$ cat src/fdd_pkg.sv
// Shared types and codes for the duplicate-diverting FIFO.
package fdd_pkg;

  localparam logic ACT_INSERT  = 1'b0;
  localparam logic ACT_DEQUEUE = 1'b1;

  localparam logic [2:0] ST_MAIN  = 3'd0;
  localparam logic [2:0] ST_DUP   = 3'd1;
  localparam logic [2:0] ST_DEQ   = 3'd2;
  localparam logic [2:0] ST_EMPTY = 3'd3;
  localparam logic [2:0] ST_FULL  = 3'd4;

  typedef struct packed {
    logic               action;
    logic signed [31:0] value;
  } in_t;

  typedef struct packed {
    logic [2:0]         status;
    logic signed [31:0] data_out;
  } out_t;

  typedef struct packed {
    logic shift;
    logic load;
  } cell_ctl_t;

endpackage

$ cat src/fifo_with_duplicate_diversion_top.sv
// Top level of the FIFO that diverts duplicate inserts into a second store.
// The result of an item strobes on the out_ ports in the cycle after it is accepted.
// Throughput: one item per cycle while busy is low; a row of compare cells resolves membership combinationally.
// busy is high during reset and until a clock edge with rst_n high clears it; results cannot be stalled.
// Reset (synchronous, rst_n low): both queues empty, head at the first cell, no strobe.
module fifo_with_duplicate_diversion_top #(
  parameter int MAIN_DEPTH  = 16,
  parameter int DUP_DEPTH   = 16,
  parameter int VALUE_WIDTH = 32
) (
  input  logic          clk,
  input  logic          rst_n,
  input  logic          start,
  output logic          busy,
  input  fdd_pkg::in_t  in_item,
  output logic          out_strobe,
  output fdd_pkg::out_t out_item
);
  import fdd_pkg::*;

  localparam int VW = VALUE_WIDTH;
  localparam int CW = $clog2(MAIN_DEPTH + 1);

  // Row of cells: cell 0 is the head; entries sit packed from cell 0 upward.
  cell_ctl_t     cell_ctl   [MAIN_DEPTH];
  logic          cell_valid [MAIN_DEPTH];
  logic [VW-1:0] cell_data  [MAIN_DEPTH];
  logic [MAIN_DEPTH-1:0] cell_match;

  logic          busy_r;
  logic [CW-1:0] count_r, count_nxt;
  logic          out_strobe_r;
  out_t          out_item_r, out_item_nxt;

  logic          accept, do_ins, do_deq;
  logic          match_any, main_full, dup_full;
  logic          ins_main, ins_dup, deq_ok;
  logic [VW+31:0] in_ext;
  logic [VW-1:0]  ins_value;
  logic [VW+31:0] head_ext;

  assign accept = start && !busy_r;
  assign do_ins = accept && (in_item.action == ACT_INSERT);
  assign do_deq = accept && (in_item.action == ACT_DEQUEUE);

  // Keep the low VALUE_WIDTH bits of the input, zero-filling when wider.
  assign in_ext    = {{VW{1'b0}}, in_item.value};
  assign ins_value = in_ext[VW-1:0];

  assign match_any = |cell_match;
  assign main_full = (count_r == CW'(MAIN_DEPTH));

  assign ins_main = do_ins && !match_any && !main_full;
  assign ins_dup  = do_ins && match_any && !dup_full;
  assign deq_ok   = do_deq && (count_r != '0);

  genvar gi;
  generate
    for (gi = 0; gi < MAIN_DEPTH; gi++) begin : g_cell
      logic          nb_valid;
      logic [VW-1:0] nb_data;

      // Advance toward the head on dequeue; the last cell takes an empty slot.
      if (gi == MAIN_DEPTH - 1) begin : g_last
        assign nb_valid = 1'b0;
        assign nb_data  = '0;
      end else begin : g_mid
        assign nb_valid = cell_valid[gi+1];
        assign nb_data  = cell_data[gi+1];
      end

      // Load the tail cell, which sits at the current fill count.
      assign cell_ctl[gi].shift = deq_ok;
      assign cell_ctl[gi].load  = ins_main && (count_r == CW'(gi));

      fdd_cell #(.W(VW)) u_cell (
        .clk        (clk),
        .rst_n      (rst_n),
        .ctl        (cell_ctl[gi]),
        .load_data  (ins_value),
        .next_valid (nb_valid),
        .next_data  (nb_data),
        .cmp_data   (ins_value),
        .valid      (cell_valid[gi]),
        .data       (cell_data[gi]),
        .match      (cell_match[gi])
      );
    end
  endgenerate

  fdd_dup_store #(.DEPTH(DUP_DEPTH), .W(VW)) u_dup (
    .clk     (clk),
    .rst_n   (rst_n),
    .wr_en   (ins_dup),
    .wr_data (ins_value),
    .full    (dup_full)
  );

  // Sign-extend the head entry from VALUE_WIDTH bits for the result.
  assign head_ext = {{32{cell_data[0][VW-1]}}, cell_data[0]};

  always_comb begin
    count_nxt = count_r;
    if (ins_main) begin
      count_nxt = count_r + CW'(1);
    end else if (deq_ok) begin
      count_nxt = count_r - CW'(1);
    end
  end

  always_comb begin
    out_item_nxt.data_out = '0;
    priority if (do_deq) begin
      if (deq_ok) begin
        out_item_nxt.status   = ST_DEQ;
        out_item_nxt.data_out = head_ext[31:0];
      end else begin
        out_item_nxt.status = ST_EMPTY;
      end
    end else if (ins_main) begin
      out_item_nxt.status = ST_MAIN;
    end else if (ins_dup) begin
      out_item_nxt.status = ST_DUP;
    end else begin
      // Drop an insert whose target queue is full.
      out_item_nxt.status = ST_FULL;
    end
  end

  always_ff @(posedge clk) begin
    if (!rst_n) begin
      busy_r       <= 1'b1;
      count_r      <= '0;
      out_strobe_r <= 1'b0;
    end else begin
      busy_r       <= 1'b0;
      count_r      <= count_nxt;
      out_strobe_r <= accept;
    end
  end

  // Hold the result payload; it is only looked at while the strobe is high.
  always_ff @(posedge clk) begin
    if (accept) begin
      out_item_r <= out_item_nxt;
    end
  end

  assign busy       = busy_r;
  assign out_strobe = out_strobe_r;
  assign out_item   = out_item_r;

endmodule

$ cat src/fdd_cell.sv
// One storage cell of the main queue: holds an entry, compares it, hands it toward the head.
module fdd_cell #(
  parameter int W = 32
) (
  input  logic               clk,
  input  logic               rst_n,
  input  fdd_pkg::cell_ctl_t ctl,
  input  logic [W-1:0]       load_data,
  input  logic               next_valid,
  input  logic [W-1:0]       next_data,
  input  logic [W-1:0]       cmp_data,
  output logic               valid,
  output logic [W-1:0]       data,
  output logic               match
);
  import fdd_pkg::*;

  logic         valid_r, valid_nxt;
  logic [W-1:0] data_r, data_nxt;

  always_comb begin
    valid_nxt = valid_r;
    data_nxt  = data_r;
    priority if (ctl.shift) begin
      valid_nxt = next_valid;
      data_nxt  = next_data;
    end else if (ctl.load) begin
      valid_nxt = 1'b1;
      data_nxt  = load_data;
    end else begin
      // Hold the entry.
      valid_nxt = valid_r;
      data_nxt  = data_r;
    end
  end

  always_ff @(posedge clk) begin
    if (!rst_n) begin
      valid_r <= 1'b0;
    end else begin
      valid_r <= valid_nxt;
    end
  end

  always_ff @(posedge clk) begin
    data_r <= data_nxt;
  end

  assign valid = valid_r;
  assign data  = data_r;
  assign match = valid_r && (data_r == cmp_data);

endmodule

$ cat src/fdd_dup_store.sv
// Append-only store for diverted duplicate values, with its fill count.
module fdd_dup_store #(
  parameter int DEPTH = 16,
  parameter int W     = 32
) (
  input  logic         clk,
  input  logic         rst_n,
  input  logic         wr_en,
  input  logic [W-1:0] wr_data,
  output logic         full
);
  import fdd_pkg::*;

  localparam int CW = $clog2(DEPTH + 1);
  localparam int AW = $clog2(DEPTH);

  logic [W-1:0]  mem [DEPTH];
  logic [CW-1:0] count_r, count_nxt;

  assign full      = (count_r == CW'(DEPTH));
  assign count_nxt = wr_en ? count_r + CW'(1) : count_r;

  always_ff @(posedge clk) begin
    if (!rst_n) begin
      count_r <= '0;
    end else begin
      count_r <= count_nxt;
    end
  end

  // Write at the fill count; the caller never writes when full.
  always_ff @(posedge clk) begin
    if (wr_en) begin
      mem[count_r[AW-1:0]] <= wr_data;
    end
  end

endmodule

$ cat config.mk
export PLATFORM = sky130hd
export DESIGN_NAME = fifo_with_duplicate_diversion_top
export DESIGN_NICKNAME = d
export VERILOG_FILES = /design/src/fdd_pkg.sv /design/src/fifo_with_duplicate_diversion_top.sv /design/src/fdd_cell.sv /design/src/fdd_dup_store.sv
export SDC_FILE = /design/constraint.sdc
export NUM_CORES = 1
export LEC_CHECK = 0
export ABC_AREA = 1
export BUFFER_PORTS_ARGS = -buffer_cell sky130_fd_sc_hd__buf_2
export CORE_MARGIN = 5
export CORE_UTILIZATION = 30
export DETAILED_ROUTE_END_ITERATION = 12
export PLACE_DENSITY_LB_ADDON = 0.05
export SKIP_LAST_GASP = 1
export SLEW_MARGIN = 20
export SYNTH_ARGS = -nofsm -noshare
export SYNTH_HDL_FRONTEND = slang
export SYNTH_SLANG_ARGS = --single-unit
export TNS_END_PERCENT = 5
$ cat constraint.sdc
create_clock -name clk -period 3.8 [get_ports clk]
set_clock_uncertainty 0.2 [all_clocks]
set_input_delay 0.57 -clock clk [delete_from_list [all_inputs] [get_ports clk]]
set_output_delay 0.57 -clock clk [all_outputs]
set_load 0.02 [all_outputs]
**After elaboration in Yosys (flattened, before gate mapping)**

Index checks and enable logic that the tools add are counted.

- Register bits after elaboration: 575
- Input bits: 36
- Word-level logic and storage cells: 208
- Output and inout bits: 37

- Bitwise logic cells: 2
- $add $sub $neg: 3
- Multiplexer cells: 67
- Equal/unequal tests: 33
- Reduce and logical (&&, ||, !) cells: 65

Operator list:

| kind | number |
|---|---|
| $mux 32 | 30 |
| $eq 32x32->1 | 16 |
| $eq 5x4->1 const B | 8 |
| $logic_and 1x1->1 | 40 |
| $mux 1 | 32 |
| $reduce_bool 2->1 | 16 |
| $eq 5x3->1 const B | 4 |
| $reduce_or 16->1 | 1 |
| $add 5x1->5 const B | 2 |
| $eq 5x2->1 const B | 2 |
| $eq 5x5->1 const B | 2 |
| $mux 5 | 2 |
| $mux 3 | 3 |
| $eq 5x1->1 const B | 1 |
| $logic_not 5->1 | 1 |
| $reduce_bool 5->1 | 1 |
| $sub 5x1->5 const B | 1 |
| $logic_not 1->1 | 4 |
| $not 1->1 | 2 |
| $reduce_and 2->1 | 1 |
| $reduce_or 2->1 | 1 |

**Logic depth before layout (Yosys ltp)**

- Depth after elaboration: 9
- Mapped depth: 21
- Mapped depth without buffers: 17

**Hierarchy**

From an unflattened synthesis, not the netlist that was laid out.

- Cell total of the unflattened synthesis: 4,690
- Area, all modules: 34,247.8 µm²

By module, submodules not included:

| module | area each (µm²) | sequential area each (µm²) | instances | cells an instance |
|---|---|---|---|---|
| fdd_cell | 1,998.2 | 980.9 | 16 | 277 |
| fifo_with_duplicate_diversion_top | 2,040.7 | 1,191.1 | 1 | 225 |
| fdd_dup_store | 236.5 | 100.1 | 1 | 33 |

**Worst setup path before layout**

OpenSTA, ideal clock, no wires.

- Path type: input-to-reg
- From: input port start
- To: register g_cell[14].u_cell.data_r[0], enable pin
- Path slack: 0.238 ns
- Buffers on the path: 1
- Cell stages on the path: 9
- Data arrival time: 2.975 ns
- Required time: 3.213 ns
- Setup time: 0.387 ns
- Path through: nand2_1 -> inv_1 -> nand2_1 -> a31oi_1 -> nand3_2 -> nand2_2 -> buf_4 -> nand2_1 -> inv_1

- Longest elaborated chain between the ends: 6
- Elaborated cells between the ends (all ways): 8
- Classes of those cells: 8 x reduce/logical

Ends and longest elaborated chain:

| what | RTL line | source |
|---|---|---|
| start: declaration | fifo_with_duplicate_diversion_top.sv:13 | `input logic start,` |
| $logic_and 1x1->1 * | fifo_with_duplicate_diversion_top.sv:42 | `assign accept = start && !busy_r;` |
| net accept | fifo_with_duplicate_diversion_top.sv:35 | `logic accept, do_ins, do_deq;` |
| $logic_and 1x1->1 | fifo_with_duplicate_diversion_top.sv:43 | `assign do_ins = accept && (in_item.action == ACT_INSERT);` |
| $logic_and 1x1->1 (2 in series) | fifo_with_duplicate_diversion_top.sv:53 | `assign ins_main = do_ins && !match_any && !main_full;` |
| $logic_and 1x1->1 | fifo_with_duplicate_diversion_top.sv:74 | `assign cell_ctl[gi].load = ins_main && (count_r == CW'(gi));` |
| $reduce_bool 2->1 (no source line) * | -- |  |
| end signal: assignment | fdd_cell.sv:46 | `data_r <= data_nxt;` |
| end: declaration | fdd_cell.sv:19 | `logic [W-1:0] data_r, data_nxt;` |

The timed path passes the listed nets; every way through them passes the cells marked *.
A chain may end at the register's enable or synchronous reset.

**Final worst setup path**

- From: register count_r[0]
- To: register g_cell[0].u_cell.data_r[3], data pin

- Longest elaborated chain between the ends: 3

Ends and longest elaborated chain:

| what | RTL line | source |
|---|---|---|
| start: declaration | fifo_with_duplicate_diversion_top.sv:31 | `logic [CW-1:0] count_r, count_nxt;` |
| start signal: assignment | fifo_with_duplicate_diversion_top.sv:137 | `count_r <= count_nxt;` |
| $reduce_bool 5->1 | fifo_with_duplicate_diversion_top.sv:55 | `assign deq_ok = do_deq && (count_r != '0);` |
| $logic_and 1x1->1 | fifo_with_duplicate_diversion_top.sv:55 |  |
| $mux 32 | fdd_cell.sv:24 | `priority if (ctl.shift) begin` |
| net g_cell[0].u_cell.data_nxt[3] | fdd_cell.sv:19 |  |
| end signal: assignment | fdd_cell.sv:46 |  |
| end: declaration | fdd_cell.sv:19 |  |

The timed path passes the listed nets, and every way through them passes these cells.

==> impl_metrics.yaml <==
floorplan:
  dieArea_mm2: 0.108
  die_w_um: 329
  io_pins: 73
  num_rows: 117
  core-area_mm2: 0.101
  die_h_um: 329
  initial_utilization_pct: 30.1
power_and_ir_drop:
  power_density_mw_per_mm2: 445
  p_leak_nw: 15.6
  ir_drop_mv: 0.295
synthesis:
  synth.avg_cell_area_um2: 8.09
  synth_nets: 3811
  yosysSeqAreaShare_pct: 54.7
  synthXorXnorAreaFrac_pct: 1.93
  synth_fa_ha_area_share_pct: 0.328
  yosys.area_share.simple_pct: 23.1
  syn_area_mm2: 0.0305
  ys_seq_elements: 575
  synthCells: 3767
  ys_types: 32
  synth_top_family_by_area: "simple AND/OR/NAND/NOR gates"
  synth_compound_area_share_pct: 10.3
  yosysWarnings: 0
  muxShareOfSynthArea_pct: 0
drt:
  first_pass_iters: 7
  totalWireLength_um: 127000
  drc: 0
  routedWlPerCell_um: 23.7
  ant_nets: 0
  drt_iter0_markers: 1452
  via_per_inst: 4.65
  vias: 24900
clocking:
  cts_num_sinks: 575
  clk_latency_ps: 640
  clk_pin_slew_ps: 60
  clock-root-buffer: "clkbuf_16"
  cts_setup_buffers: 0
  cts_resized: 0
  cts.path.max_buffers: 3
  htreeDepth: 3
  tritoncts: "yes"
  cts_buffers: 75
timing:
  finalCritPeriodShare_pct: 84.9
  final_hold_viol_count: 0
  fmax_ghz: 0.310
  whs_ps: 108
  period_minus_slack_ps: 3220
  setup_viol: 0
  rsz0062_at_grt: "no"
  slew_headroom_pct: 41.0
  drv_slew: 0
  worst_pin_slew_ps: 878
  tns_ps: 0
critical_path:
  crit_buf_inv: 4
  crit_path_end_kind: "register"
  arrival_ps: 3330
  cp_cell_sequence: "inv_1 > ha_1 > inv_1 > nor2_1 > buf_4 > nand2_1 > nand2_4 > buf_12 > nand2_1 > o21ai_0"
  worstSetupPathType: "reg -> reg"
  cp-start-kind: "register"
  max_stage_delay_ps: 600
  crit_fanout: 40
  critical-path-top-delay-family: "simple AND/OR/NAND/NOR gates"
  crit_required_ps: 3900
  cpMaxStageDelayCell: "nand2_1"
grt:
  grt_pass1_wl_um: 178000
  antenna_found_initial: 1
  grt_pass1_vias: 25000
  grt_max_degree: 63
  grt_overflow: 0
  grt_usage_pct: 23.2
placement:
  routabilityCongestion: 0.971
  placed_cell_area_mm2: 0.0338
  dpl.hpwl_um: 101000
  place_inst: 5222
  io_buffers: 72
run_status:
  status: "finished, final reports clean"
layout:
  n_fill_cell: 10700
  postLayoutCellArea_mm2: 0.0362
  stdcell_count: 5358
  utilization_pct: 35.7
  layout.nets: 3976
  syn_to_final_growth_pct: 18.7
  drive_gt1_share_pct: 10.5
job:
  drv_cap: 0
min_path:
  worstHoldPathType: "in -> reg"
## through the flow
step	setup slack [ps]	power (W)
detailed placement	-95.8	0.00923
global route	369	0.0167
global placement	-95.4	0.00923
CTS	526	0.0163
floorplan	238	0.00831
finish	575	0.0161
## report_power, final
group          internal, W  switching (W)  total (W)
registers          0.00711      0.0000817    0.00720
logic             0.000550        0.00134    0.00189
clock network      0.00416        0.00284    0.00700
total               0.0118        0.00427     0.0161
## path summary, 6_finish.rpt
kind | slack, ps | from | cells after the start | end
min reg2reg | 270 | g_cell[6].u_cell.valid | 2 | g_cell[6].u_cell.valid
max | 580 | count_r[0] | 10 | g_cell[0].u_cell.data[3]
min | 110 | in_item[0] | 3 | g_cell[15].u_cell.data[0]
max reg2reg | 580 | count_r[0] | 10 | g_cell[0].u_cell.data[3]
## layer usage
metal	wire (µm)	part of all wire [%]	track usage [%]
met1	52200	41	27.6
met4	8920	7.0	13.9
met3	4220	3.3	2.86
met5	0	0	0
met2	61400	48	40.1
## state kept, by name, indices dropped and copies added (netlist names)
name	cells
out_item	35
g_cell.u_cell.data	512
busy	1
g_cell.u_cell.valid	16
count_r	5
out_strobe	1
u_dup.count_r	5
## what timing repair did
item,in CTS,in global routing
setup endpoints to repair,0,0
hold endpoints to repair,1,0
hold buffers,1,0
## cells in the mapped netlist, drive strengths merged
library cell	count	share of area, %
nand2	1313	16
o21ai	558	9.2
edfxtp	515	51
inv	489	6.1
nor2	378	4.7
buf	110	2.4
clkbuf	92	1.1
xor2	65	1.9
dfxtp	60	3.9
nand4	60	1.2
nand3	39	0.66
a21oi	29	0.48
nor3	20	0.33
o211ai	19	0.47
ha	8	0.33
clkinv	3	0.037
a31oi	2	0.041
o22ai	2	0.041
xnor2	2	0.057
a41oi	1	0.029
o31ai	1	0.025
or2	1	0.021
## worst reg2reg max path: cells and delay by family (launching register included)
family / cells / cell delay [ps]
compound gates: 1 / 290
fa+ha+maj: 1 / 250
flops: 1 / 420
buf+inv: 4 / 670
simple gates: 4 / 1050
## logic make-up after synthesis
kind of cell    Yosys count
compound gates          612
xor+xnor                 67
simple gates           1811
flops                   575
fa+ha+maj                 8
buf+inv                 694
## final cells by class
class                           instances  area [µm²]  share of cell area, %
Multi-Input combinational cell       2498       10900                   30.0
Sequential cell                       575       16700                   46.1
Antenna cell                            2        5.00                 0.0138
Clock inverter                         25         219                  0.605
Timing Repair Buffer                  290        2700                   7.46
Inverter                              492        1870                   5.16
Clock buffer                          108        2140                   5.90
Tap cell                             1368        1710                   4.73
## layout by cell type, fill, tap and decap left out, types with 4 or more instances in the layout
cell and count:
inv_1 464, clkbuf_8 5, nor3_1 20, dfxtp_1 60
nand4_1 60, o211ai_1 19, nand2_1 1310, o21ai_1 63
buf_4 161, inv_2 17, bufinv_16 4, nand3_1 38
clkinv_2 5, clkinv_1 16, ha_1 8, nor2_1 376
o21ai_0 494, a21oi_1 29, buf_12 56, clkbuf_16 79
clkbuf_1 24, buf_2 72, xor2_1 65, inv_4 8
edfxtp_1 515
Power figures use the tool's default switching activity.
